--- config.mk ---
export PLATFORM = sky130hd
export DESIGN_NAME = positional_sequence_buffer_unit_flat
export DESIGN_NICKNAME = d
export VERILOG_FILES = /design/src/hw/rtl/psb_pkg.sv /design/src/hw/rtl/psb_if.sv /design/src/hw/rtl/positional_sequence_buffer_unit.sv /design/src/hw/rtl/psb_cell.sv /design/src/flat_wrapper.sv
export SDC_FILE = /design/constraint.sdc
export NUM_CORES = 2
export LEC_CHECK = 0
export BUFFER_PORTS_ARGS = -buffer_cell sky130_fd_sc_hd__buf_2
export CAP_MARGIN = 25
export CORE_AREA = 4 4 295 355
export DETAILED_ROUTE_END_ITERATION = 16
export DIE_AREA = 0 0 299 359
export HOLD_SLACK_MARGIN = 0.15
export PLACE_DENSITY = 0.61
export SYNTH_ARGS = -nofsm -noshare
export SYNTH_HDL_FRONTEND = slang
export SYNTH_HIERARCHICAL = 1
export SYNTH_SLANG_ARGS = --single-unit
--- constraint.sdc ---
create_clock -name i_clk -period 11.1 [get_ports i_clk]
set_input_delay 1.665 -clock i_clk [delete_from_list [all_inputs] [get_ports i_clk]]
set_output_delay 1.665 -clock i_clk [all_outputs]
set_load 0.01 [all_outputs]
--- src/hw/rtl/psb_pkg.sv ---
// Shared types and constants for the positional sequence buffer.
package psb_pkg;

    // Fixed field widths of the request and result beats
    localparam int unsigned REQ_W  = 3;
    localparam int unsigned WORD_W = 32;
    localparam int unsigned POS_W  = 6;
    localparam int unsigned STAT_W = 2;

    // Cell index width covers the largest supported capacity (64)
    localparam int unsigned IDX_W = 6;
    // Compare width holds a count up to the capacity plus one
    localparam int unsigned CMP_W = IDX_W + 1;

    // Request codes
    typedef enum logic [REQ_W-1:0] {
        REQ_INS_HEAD = 3'd0,
        REQ_INS_TAIL = 3'd1,
        REQ_INS_POS  = 3'd2,
        REQ_DEL_HEAD = 3'd3,
        REQ_DEL_TAIL = 3'd4,
        REQ_DEL_POS  = 3'd5,
        REQ_DISPLAY  = 3'd6
    } t_req_code;

    // Result status codes
    typedef enum logic [STAT_W-1:0] {
        ST_OK     = 2'd0,
        ST_EMPTY  = 2'd1,
        ST_BADPOS = 2'd2,
        ST_FULL   = 2'd3
    } t_status;

    // Controller states
    typedef enum logic {
        S_EDIT    = 1'b0,
        S_DISPLAY = 1'b1
    } t_state;

    // Action broadcast to every cell in the chain
    typedef enum logic [1:0] {
        CELL_HOLD   = 2'd0,
        CELL_INSERT = 2'd1,
        CELL_REMOVE = 2'd2,
        CELL_ROTATE = 2'd3
    } t_cell_op;

    typedef struct packed {
        t_cell_op         op;
        logic [IDX_W-1:0] idx;   // slot being inserted or removed
        logic [IDX_W-1:0] tail;  // last occupied slot, for rotation
    } t_cell_ctl;

endpackage

--- src/hw/rtl/psb_if.sv ---
// Request and result channel interfaces for the positional sequence buffer.
interface psb_req_if;
    logic                             valid;
    logic                             ready;
    logic [psb_pkg::REQ_W-1:0]        req_type;
    logic signed [psb_pkg::WORD_W-1:0] value;
    logic [psb_pkg::POS_W-1:0]        position;

    modport source (output valid, output req_type, output value, output position,
                    input ready);
    modport sink   (input valid, input req_type, input value, input position,
                    output ready);
endinterface

interface psb_rsp_if;
    logic                             valid;
    logic                             ready;
    logic [psb_pkg::STAT_W-1:0]       status;
    logic                             has_value;
    logic signed [psb_pkg::WORD_W-1:0] data_out;
    logic                             last;

    modport source (output valid, output status, output has_value, output data_out,
                    output last, input ready);
    modport sink   (input valid, input status, input has_value, input data_out,
                    input last, output ready);
endinterface

--- src/hw/rtl/positional_sequence_buffer_unit.sv ---
// Top level of the positional sequence buffer: controller, cell chain, result register.
//
// Keeps an ordered sequence of up to CAPACITY signed words in a chain of cells.
// Request beats on i_req carry req_type, value and position; result beats on
// o_rsp carry status, has_value, data_out and last. A beat moves when valid
// and ready are both high at a rising edge of i_clk.
// On an insert or delete, every cell from the edited slot upward shifts at
// once, and the single result (last set) sits in the output register the
// cycle after the request beat. While the receiver holds ready high, a new
// request is taken in the following cycle, so edits sustain one request per
// cycle. Display first enters the display state, then gives one result per
// cycle while ready stays high, as the chain rotates by one slot, head first,
// last set on the final word; after count rotations the chain is back in its
// original order. Display of an empty sequence gives one result with status
// empty. Request code 7 is taken and dropped with no result.
// The output register frees when its beat is taken; while a result waits with
// ready low, the result and the chain hold and no request is taken.
// Reset (i_rst_n low at an edge) empties the sequence and the output
// register; stored words are not cleared.
module positional_sequence_buffer_unit #(
    parameter int unsigned CAPACITY   = 16,
    parameter int unsigned DATA_WIDTH = 32
) (
    input  logic           i_clk,
    input  logic           i_rst_n,
    psb_req_if.sink        i_req,
    psb_rsp_if.source      o_rsp
);

    localparam int unsigned CNT_W = $clog2(CAPACITY + 1);
    localparam int unsigned EXT_W = (DATA_WIDTH > psb_pkg::WORD_W) ? DATA_WIDTH
                                                                   : psb_pkg::WORD_W;

    // Control registers
    psb_pkg::t_state  r_state,  n_state;
    logic [CNT_W-1:0] r_count,  n_count;
    logic [CNT_W-1:0] r_left,   n_left;
    logic             r_out_valid, n_out_valid;

    // Result payload registers
    psb_pkg::t_status            r_status,    n_status;
    logic                        r_has_value, n_has_value;
    logic [psb_pkg::WORD_W-1:0]  r_data,      n_data;
    logic                        r_last,      n_last;

    logic                  w_can_load;
    logic                  w_accept;
    logic                  w_load;
    psb_pkg::t_cell_ctl    w_ctl;
    logic [DATA_WIDTH-1:0] w_word_in;
    logic [EXT_W-1:0]      w_value_ext;
    logic [EXT_W-1:0]      w_head_ext;
    logic [EXT_W-1:0]      w_pick_ext;
    logic [DATA_WIDTH-1:0] w_pick;
    logic                  w_full;
    logic [psb_pkg::CMP_W-1:0] w_count_x;
    logic [psb_pkg::CMP_W-1:0] w_pos_x;
    logic [psb_pkg::CMP_W-1:0] w_pos_m1;
    logic [psb_pkg::CMP_W-1:0] w_count_m1;

    logic [DATA_WIDTH-1:0] w_cell_data [CAPACITY];
    logic [DATA_WIDTH-1:0] w_cell_pick [CAPACITY];

    // Handshake
    assign w_can_load  = !r_out_valid || o_rsp.ready;
    assign i_req.ready = (r_state == psb_pkg::S_EDIT) && w_can_load;
    assign w_accept    = i_req.valid && i_req.ready;

    // Fit the incoming word to the stored width
    assign w_value_ext = EXT_W'($signed(i_req.value));
    assign w_word_in   = w_value_ext[DATA_WIDTH-1:0];

    // Counts and positions in a common width
    assign w_full     = (r_count == CNT_W'(CAPACITY));
    assign w_count_x  = psb_pkg::CMP_W'(r_count);
    assign w_pos_x    = psb_pkg::CMP_W'(i_req.position);
    assign w_pos_m1   = w_pos_x - psb_pkg::CMP_W'(1);
    assign w_count_m1 = w_count_x - psb_pkg::CMP_W'(1);

    // Cell chain
    for (genvar g = 0; g < CAPACITY; g++) begin : g_cell
        psb_cell #(
            .DATA_WIDTH (DATA_WIDTH),
            .CELL_IDX   (g)
        ) u_cell (
            .i_clk      (i_clk),
            .i_ctl      (w_ctl),
            .i_new_word (w_word_in),
            .i_lower    ((g == 0) ? w_word_in : w_cell_data[(g == 0) ? 0 : g - 1]),
            .i_upper    (w_cell_data[(g == CAPACITY - 1) ? g : g + 1]),
            .i_head     (w_cell_data[0]),
            .o_data     (w_cell_data[g]),
            .o_pick     (w_cell_pick[g])
        );
    end

    // Merge the addressed cell's word
    always_comb begin
        w_pick = '0;
        for (int k = 0; k < CAPACITY; k++) begin
            w_pick = w_pick | w_cell_pick[k];
        end
    end

    assign w_pick_ext = EXT_W'($signed(w_pick));
    assign w_head_ext = EXT_W'($signed(w_cell_data[0]));

    // Decode requests, step the display, build the next result
    always_comb begin
        n_state     = r_state;
        n_count     = r_count;
        n_left      = r_left;
        n_status    = r_status;
        n_has_value = r_has_value;
        n_data      = r_data;
        n_last      = r_last;
        w_load      = 1'b0;
        w_ctl.op    = psb_pkg::CELL_HOLD;
        w_ctl.idx   = '0;
        w_ctl.tail  = w_count_m1[psb_pkg::IDX_W-1:0];

        if (r_state == psb_pkg::S_DISPLAY) begin
            if (w_can_load) begin
                w_load      = 1'b1;
                w_ctl.op    = psb_pkg::CELL_ROTATE;
                n_status    = psb_pkg::ST_OK;
                n_has_value = 1'b1;
                n_data      = w_head_ext[psb_pkg::WORD_W-1:0];
                n_last      = (r_left == CNT_W'(1));
                n_left      = r_left - CNT_W'(1);
                if (r_left == CNT_W'(1)) begin
                    n_state = psb_pkg::S_EDIT;
                end
            end
        end else if (w_accept) begin
            n_has_value = 1'b0;
            n_data      = '0;
            n_last      = 1'b1;
            n_status    = psb_pkg::ST_OK;
            unique case (i_req.req_type)
                psb_pkg::REQ_INS_HEAD, psb_pkg::REQ_INS_TAIL: begin
                    w_load = 1'b1;
                    if (w_full) begin
                        n_status = psb_pkg::ST_FULL;
                    end else begin
                        w_ctl.op  = psb_pkg::CELL_INSERT;
                        w_ctl.idx = (i_req.req_type == psb_pkg::REQ_INS_HEAD)
                                    ? '0 : w_count_x[psb_pkg::IDX_W-1:0];
                        n_count   = r_count + CNT_W'(1);
                    end
                end
                psb_pkg::REQ_INS_POS: begin
                    w_load = 1'b1;
                    if (w_pos_x == '0 || w_pos_x > w_count_x + psb_pkg::CMP_W'(1)) begin
                        n_status = psb_pkg::ST_BADPOS;
                    end else if (w_full) begin
                        n_status = psb_pkg::ST_FULL;
                    end else begin
                        w_ctl.op  = psb_pkg::CELL_INSERT;
                        w_ctl.idx = w_pos_m1[psb_pkg::IDX_W-1:0];
                        n_count   = r_count + CNT_W'(1);
                    end
                end
                psb_pkg::REQ_DEL_HEAD, psb_pkg::REQ_DEL_TAIL, psb_pkg::REQ_DEL_POS: begin
                    w_load = 1'b1;
                    if (r_count == '0) begin
                        n_status = psb_pkg::ST_EMPTY;
                    end else if (i_req.req_type == psb_pkg::REQ_DEL_POS
                                 && (w_pos_x == '0 || w_pos_x > w_count_x)) begin
                        n_status = psb_pkg::ST_BADPOS;
                    end else begin
                        w_ctl.op = psb_pkg::CELL_REMOVE;
                        if (i_req.req_type == psb_pkg::REQ_DEL_HEAD) begin
                            w_ctl.idx = '0;
                        end else if (i_req.req_type == psb_pkg::REQ_DEL_TAIL) begin
                            w_ctl.idx = w_count_m1[psb_pkg::IDX_W-1:0];
                        end else begin
                            w_ctl.idx = w_pos_m1[psb_pkg::IDX_W-1:0];
                        end
                        n_has_value = 1'b1;
                        n_data      = w_pick_ext[psb_pkg::WORD_W-1:0];
                        n_count     = r_count - CNT_W'(1);
                    end
                end
                psb_pkg::REQ_DISPLAY: begin
                    if (r_count == '0) begin
                        w_load   = 1'b1;
                        n_status = psb_pkg::ST_EMPTY;
                    end else begin
                        n_state = psb_pkg::S_DISPLAY;
                        n_left  = r_count;
                    end
                end
                default: begin
                    // drop unknown request codes
                    w_load = 1'b0;
                end
            endcase
        end

        // Output register valid: load a beat, or free it once taken
        if (w_load) begin
            n_out_valid = 1'b1;
        end else if (o_rsp.ready) begin
            n_out_valid = 1'b0;
        end else begin
            n_out_valid = r_out_valid;
        end
    end

    // Control state
    always_ff @(posedge i_clk) begin
        if (!i_rst_n) begin
            r_state     <= psb_pkg::S_EDIT;
            r_count     <= '0;
            r_left      <= '0;
            r_out_valid <= 1'b0;
        end else begin
            r_state     <= n_state;
            r_count     <= n_count;
            r_left      <= n_left;
            r_out_valid <= n_out_valid;
        end
    end

    // Result payload
    always_ff @(posedge i_clk) begin
        if (w_load) begin
            r_status    <= n_status;
            r_has_value <= n_has_value;
            r_data      <= n_data;
            r_last      <= n_last;
        end
    end

    assign o_rsp.valid     = r_out_valid;
    assign o_rsp.status    = r_status;
    assign o_rsp.has_value = r_has_value;
    assign o_rsp.data_out  = r_data;
    assign o_rsp.last      = r_last;

    // Checks
    a_count_bound: assert property (@(posedge i_clk) disable iff (!i_rst_n)
        r_count <= CNT_W'(CAPACITY))
        else $error("element count beyond capacity");

    a_no_value_zero: assert property (@(posedge i_clk) disable iff (!i_rst_n)
        o_rsp.valid && !o_rsp.has_value |-> o_rsp.data_out == '0)
        else $error("result without value carries nonzero data");

    a_display_left: assert property (@(posedge i_clk) disable iff (!i_rst_n)
        r_state == psb_pkg::S_DISPLAY |-> r_left != '0 && r_left <= r_count)
        else $error("display count out of range");

    a_full_insert: assert property (@(posedge i_clk) disable iff (!i_rst_n)
        w_accept && w_full && (i_req.req_type == psb_pkg::REQ_INS_HEAD
                               || i_req.req_type == psb_pkg::REQ_INS_TAIL)
        |=> o_rsp.valid && o_rsp.status == psb_pkg::ST_FULL && $stable(r_count))
        else $error("insert into full sequence not reported");

endmodule

--- src/hw/rtl/psb_cell.sv ---
// One storage cell of the sequence chain: holds a word, trades with its neighbors.
module psb_cell #(
    parameter int unsigned DATA_WIDTH = 32,
    parameter int unsigned CELL_IDX   = 0
) (
    input  logic                    i_clk,
    input  psb_pkg::t_cell_ctl      i_ctl,
    input  logic [DATA_WIDTH-1:0]   i_new_word,
    input  logic [DATA_WIDTH-1:0]   i_lower,
    input  logic [DATA_WIDTH-1:0]   i_upper,
    input  logic [DATA_WIDTH-1:0]   i_head,
    output logic [DATA_WIDTH-1:0]   o_data,
    output logic [DATA_WIDTH-1:0]   o_pick
);

    localparam logic [psb_pkg::IDX_W-1:0] MY_IDX = psb_pkg::IDX_W'(CELL_IDX);

    logic [DATA_WIDTH-1:0] r_data;
    logic [DATA_WIDTH-1:0] n_data;

    // Pick the next word from the broadcast action and this cell's slot
    always_comb begin
        n_data = r_data;
        case (i_ctl.op)
            psb_pkg::CELL_INSERT: begin
                if (MY_IDX == i_ctl.idx) begin
                    n_data = i_new_word;
                end else if (MY_IDX > i_ctl.idx) begin
                    n_data = i_lower;
                end
            end
            psb_pkg::CELL_REMOVE: begin
                if (MY_IDX >= i_ctl.idx) begin
                    n_data = i_upper;
                end
            end
            psb_pkg::CELL_ROTATE: begin
                if (MY_IDX == i_ctl.tail) begin
                    n_data = i_head;
                end else if (MY_IDX < i_ctl.tail) begin
                    n_data = i_upper;
                end
            end
            default: n_data = r_data;
        endcase
    end

    always_ff @(posedge i_clk) begin
        r_data <= n_data;
    end

    assign o_data = r_data;
    // Offer the word when this slot is the one addressed
    assign o_pick = (MY_IDX == i_ctl.idx) ? r_data : '0;

endmodule
--- src/flat_wrapper.sv ---
// flat-port wrapper written by rule: the top's interface ports become plain ports
module positional_sequence_buffer_unit_flat 
#(
    parameter int unsigned CAPACITY   = 16,
    parameter int unsigned DATA_WIDTH = 32
)
  (i_clk, i_rst_n, i_req_valid, i_req_req_type, i_req_value, i_req_position, i_req_ready, o_rsp_valid, o_rsp_status, o_rsp_has_value, o_rsp_data_out, o_rsp_last, o_rsp_ready);
  psb_req_if i_req_i ();
  psb_rsp_if o_rsp_i ();
  input  logic i_clk;
  input  logic i_rst_n;
  input wire logic [$bits(i_req_i.valid)-1:0] i_req_valid;
  input wire logic [$bits(i_req_i.req_type)-1:0] i_req_req_type;
  input wire logic [$bits(i_req_i.value)-1:0] i_req_value;
  input wire logic [$bits(i_req_i.position)-1:0] i_req_position;
  output wire logic [$bits(i_req_i.ready)-1:0] i_req_ready;
  output wire logic [$bits(o_rsp_i.valid)-1:0] o_rsp_valid;
  output wire logic [$bits(o_rsp_i.status)-1:0] o_rsp_status;
  output wire logic [$bits(o_rsp_i.has_value)-1:0] o_rsp_has_value;
  output wire logic [$bits(o_rsp_i.data_out)-1:0] o_rsp_data_out;
  output wire logic [$bits(o_rsp_i.last)-1:0] o_rsp_last;
  input wire logic [$bits(o_rsp_i.ready)-1:0] o_rsp_ready;
  assign i_req_i.valid = i_req_valid;
  assign i_req_i.req_type = i_req_req_type;
  assign i_req_i.value = i_req_value;
  assign i_req_i.position = i_req_position;
  assign i_req_ready = i_req_i.ready;
  assign o_rsp_valid = o_rsp_i.valid;
  assign o_rsp_status = o_rsp_i.status;
  assign o_rsp_has_value = o_rsp_i.has_value;
  assign o_rsp_data_out = o_rsp_i.data_out;
  assign o_rsp_last = o_rsp_i.last;
  assign o_rsp_i.ready = o_rsp_ready;
  positional_sequence_buffer_unit #(.CAPACITY(CAPACITY), .DATA_WIDTH(DATA_WIDTH)) u_core (.i_clk(i_clk), .i_rst_n(i_rst_n), .i_req(i_req_i), .o_rsp(o_rsp_i));
endmodule
; ---- Word-level counts from Yosys, hierarchy flattened
; Cells that the tools add are included.
; Widths: inputs -> output; s select.
[classes]
n_addsub = 6
magnitude_cmp = 48
n_eq_ne = 94
n_mux = 170
n_bitwise = 16
reduce_logical = 40
[op_table]
columns = cell, n
row1 = $mux 32, 100
row2 = $pmux 32 s3, 15
row3 = $or 32x32->32, 15
row4 = $eq 4x6->1 const A, 16
row5 = $ne 3x3->1 const B, 30
row6 = $pmux 32 s2, 1
row7 = $reduce_and 4->1, 15
row8 = $mux 5, 10
row9 = $eq 3x6->1 const A, 8
row10 = $gt 4x6->1 const A, 8
row11 = $ne 2x2->1 const B, 22
row12 = $ge 4x6->1 const A, 7
row13 = $lt 4x6->1 const A, 7
row14 = $mux 8, 4
row15 = $eq 2x6->1 const A, 4
row16 = $ge 3x6->1 const A, 4
row17 = $gt 3x6->1 const A, 4
row18 = $lt 3x6->1 const A, 4
row19 = $pmux 8 s3, 1
row20 = $mux 1, 22
row21 = $mux 2, 9
row22 = $mux 6, 3
row23 = $pmux 5 s3, 1
row24 = $mux 7, 2
row25 = 40 further kinds, 62
[totals]
reg_bits = 560
in_bits = 45
wordCells = 398

; ---- Longest topological paths before layout
[logic_depth]
depth_word = 30
depth_mapped = 20

; ---- Modules after synthesis
; The synthesis kept the hierarchy.
[by_module_without_submodules]
columns = mod, instances, cells_each, area_each_um2, seq_area_each_um2
row1 = positional_sequence_buffer_unit, 1, 496, 4210.3, 1321.3
row2 = psb_cell at u_core.g_cell[5].u_cell, 1, 282, 2561.2, 960.9
row3 = psb_cell at u_core.g_cell[6].u_cell, 1, 280, 2521.2, 960.9
row4 = psb_cell at u_core.g_cell[10].u_cell, 1, 229, 2456.1, 960.9
row5 = psb_cell at u_core.g_cell[11].u_cell, 1, 218, 2357.3, 960.9
row6 = psb_cell at u_core.g_cell[2].u_cell, 1, 226, 2257.2, 960.9
row7 = psb_cell at u_core.g_cell[13].u_cell, 1, 256, 2228.4, 960.9
row8 = psb_cell at u_core.g_cell[15].u_cell, 1, 237, 2228.4, 960.9
row9 = psb_cell at u_core.g_cell[12].u_cell, 1, 260, 2219.6, 960.9
row10 = psb_cell at u_core.g_cell[7].u_cell, 1, 262, 2205.9, 960.9
row11 = psb_cell at u_core.g_cell[8].u_cell, 1, 261, 2197.1, 960.9
row12 = psb_cell at u_core.g_cell[14].u_cell, 1, 252, 2188.3, 960.9
row13 = psb_cell at u_core.g_cell[0].u_cell, 1, 256, 2155.8, 960.9
row14 = psb_cell at u_core.g_cell[4].u_cell, 1, 192, 2123.3, 960.9
row15 = +3 rows, -, -, -, -

; ---- Worst setup path before layout
; OpenSTA, ideal clock, no wires.
[synth_path]
path_kind = in2reg
start = input i_req_position[5]
end = register u_core.g_cell[9].u_cell.r_data[0], enable pin
arrival_ps = 7807
required_time_ps = 10634
setup_slack_ps = 2827
stages = 8
cell_sequence = ha_1 > a41o_1 > a21oi_1 > a31oi_1 > o21a_1 > o21ai_0 > nand2_1 > o21ai_0
[synth_lines]
columns = element, line_no
row1 = start: declaration, flat_wrapper.sv:15  ; input wire logic [$bits(i_req_i.position)-1:0] i_req_position;
row2 = end signal: assignment, psb_cell.sv:49  ; r_data <= n_data;
row3 = end: declaration, psb_cell.sv:18  ; logic [DATA_WIDTH-1:0] r_data;

==> flow_summary.yaml <==
worst_setup_path:
  critical_path.endpoint_type: "register"
  criticalPathCategory: "primary input to register"
  worstPathMaxFanout: 36
  arrival_ns: 7.70
  cp-start-kind: "primary input"
  required_ns: 11.53
die:
  initial_core_util: 0.397
  coreArea_um2: 101000
  io_pins: 83
  die_h_um: 359
  die-area_um2: 107000
  num_rows: 128
  die_w_um: 299
yosys:
  synth_edf_count: 548
  async_flop_share: 0
  synth_seq_cells: 560
  synth_top_flop_cell: "edfxtp_1"
  yosysUniqueCellTypes: 102
  ys_warn_count: 6
  syn_inst: 4280
  synth_nets: 4346
  ys_seq_area_frac: 0.415
  syn_area_um2: 40200
  avgSynthCellArea_um2: 9.39
drt:
  dr.first_iter.drc_count: 6912
  drc: 0
  drt_pass1_iterations: 6
  routed_wl_um: 183000
  routed_via_density: 7.09
  post_drt_wl_per_cell_um: 33.0
  num_vias: 39300
  antenna_left: 0
cts:
  path_clk_slew_ns: 0.06
  cts.sinks: 560
  ctsHoldBuffers: 0
  cts_tree: "built"
  htree_levels: 3
  ctsResizeCount: 0
  ctsRootBufferMaster: "clkbuf_16"
  clk_latency_ns: 0.63
  postCtsSetupBuffers: 0
  clock_path_buffers: 3
  cts_buffers: 66
power_and_ir_drop:
  power_frac_comb: 0.233
  ir_drop_mv: 0.0871
  finalPower_uw: 6660
  p_sw_uw: 2320
  p_int_uw: 4330
  swShare: 0.349
  clkPwrFrac: 0.312
  p_leak_uw: 0.0158
  p_seq_frac: 0.455
  power.density_nw_per_um2: 153
layout:
  drive_gt1_frac: 0.108
  fin_area_um2: 43400
  layout_commonest_cell: "nand2_1"
  fin_nets: 4198
  stdcell_count: 5546
  area_delta_synth_final_pct: 7.98
  final_cell_mix: "nand2_1, edfxtp_1, and2_1"
sta:
  slew_violations: 0
  fin_crit_sh: 0.655
  min_period_ns: 7.27
  final.setup.tns_ns: 0
  finalClockSkew_ns: 0.0294
  slew_headroom: 0.142
  hold_viol_final: 0
  fmax_mhz: 138
  tightestPinTransition_ns: 1.29
  setup_viol: 0
  rsz0062_at_grt: "false"
placement:
  hpwl_um: 102000
  port_buffers: 82
  gp_congestion: 0.927
  dp.cells: 5425
  dpl_cell_area_um2: 41400
global_route:
  grt_pass1_vias: 37100
  grt_util_all_layers: 0.323
  antenna_found_initial: 20
  grt_max_degree: 221
  grt.overflow.total: 0
  grt_pass1_wl_um: 261000
job:
  drv_cap: 0
min_path:
  hold_class: "register to register"
outcome:
  status: "finished clean"
[metrics by stage]
| step | hold WS, ns | setup WS [ns] | utilization |
|---|---|---|---|
| floorplan | 0.504 | 2.83 | - |
| global placement | 0.525 | 3.62 | 0.409 |
| detailed placement | 0.524 | 3.48 | 0.409 |
| CTS | 0.538 | 4.12 | 0.428 |
| global route | 0.553 | 3.77 | 0.429 |
| finish | 0.537 | 3.83 | 0.429 |
[critical path: stages]
cell and delay, ns:
buf_2 0.12, inv_1 0.13, ha_1 0.21, nor3b_2 0.26
nand2_1 0.14, a41o_1 0.32, o211ai_4 0.16, buf_4 0.64
nor3_1 0.15, a311o_1 0.47, buf_4 0.28, nand3b_1 0.75
buf_4 0.52, nor2_2 0.65, buf_4 0.52, and2_1 0.20
nor4_1 0.05, a41o_1 0.23, o21ai_0 0.18
[path summary, 6_finish.rpt]
check,slack [ns],startpoint,cells after the start,to
setup / recovery,3.83,i_req_position[0],19,u_core/o_rsp.data_out[31]
setup reg to reg,3.86,u_core/r_count[0],20,u_core/o_rsp.data_out[31]
hold reg to reg,0.54,u_core/r_left[1],2,u_core/r_left[1]
hold / removal,0.54,u_core/r_left[1],2,u_core/r_left[1]
[per-layer routing]
| layer | vias up | GRT usage | share of wire | wire length (µm) |
|---|---|---|---|---|
| met5 | - | 0 | 0.00022 | 41 |
| met4 | 8 | 0.201 | 0.075 | 13700 |
| met3 | 838 | 0.0777 | 0.12 | 22800 |
| met2 | 3259 | 0.499 | 0.44 | 80300 |
| met1 | 19100 | 0.408 | 0.36 | 65900 |
| li1 | 16200 | - | - | - |
[sequential cells by signal, indices dropped and copies added (netlist names)]
register	flops
u_core/r_state	1
u_core/o_rsp.valid	1
u_core/o_rsp.has_value	1
u_core/o_rsp.last	1
u_core/r_count	5
u_core/o_rsp.status	2
u_core/o_rsp.data_out	32
u_core/r_left	5
u_core/g_cell.u_cell/o_data	512
[logic make-up after synthesis]
family / synth area share
mux: 0.0732
flops: 0.415
fa+ha+maj: 0.00697
compound gates: 0.220
xor+xnor: 0.00283
buf+inv: 0.0572
simple gates: 0.224
[final cells by class]
cell class,instances,area (µm²)
clock buffers,85,1720
well taps,1365,1710
multi-input cells,3293,21700
clock inverters,31,184
diodes,1,2.50
inverters,19,71.3
flip-flops and latches,560,16700
repair buffers,192,1340
fillers,9943,57800
[cell usage after synthesis (6+ instances only)]
master	count	area share
a22oi_2	30	0.0093
or3_1	6	0.00093
a211oi_2	28	0.0087
buf_4	20	0.0037
clkbuf_2	11	0.0014
a221o_1	33	0.0082
a41oi_1	38	0.0083
nor2_1	38	0.0035
nor2b_1	10	0.0016
and3_1	108	0.017
nor3_1	76	0.0095
nand2_1	743	0.069
a32oi_1	238	0.052
and2_1	425	0.066
clkbuf_1	231	0.022
xnor2_1	7	0.0015
buf_6	39	0.011
o21ai_0	190	0.024
mux2i_1	293	0.073
o211ai_1	6	0.0011
a211oi_1	10	0.0019
and4_1	6	0.0013
edfxtp_1	548	0.41
a41o_1	49	0.012
xor2_1	6	0.0013
nand4_1	64	0.010
ha_1	20	0.0062
a22oi_1	150	0.028
nor3_2	6	0.0015
a31oi_1	57	0.0089
o21ai_1	132	0.016
buf_2	90	0.011
a21oi_1	253	0.032
buf_12	9	0.0045
inv_1	18	0.0017
dfxtp_1	12	0.0060
nor4_1	130	0.020
nand2b_1	7	0.0011
nand3_1	21	0.0026
[power by group through the flow]
stage               logic [µW]  registers, µW  clock network [µW]
finish                    1550           3030                2080
global route              1630           3050                2170
floorplan                  964           2930                   0
CTS                       1490           3010                2090
detailed placement        1490           3050                   0
global placement          1450           3050                   0
(Power assumes the default switching activity.)
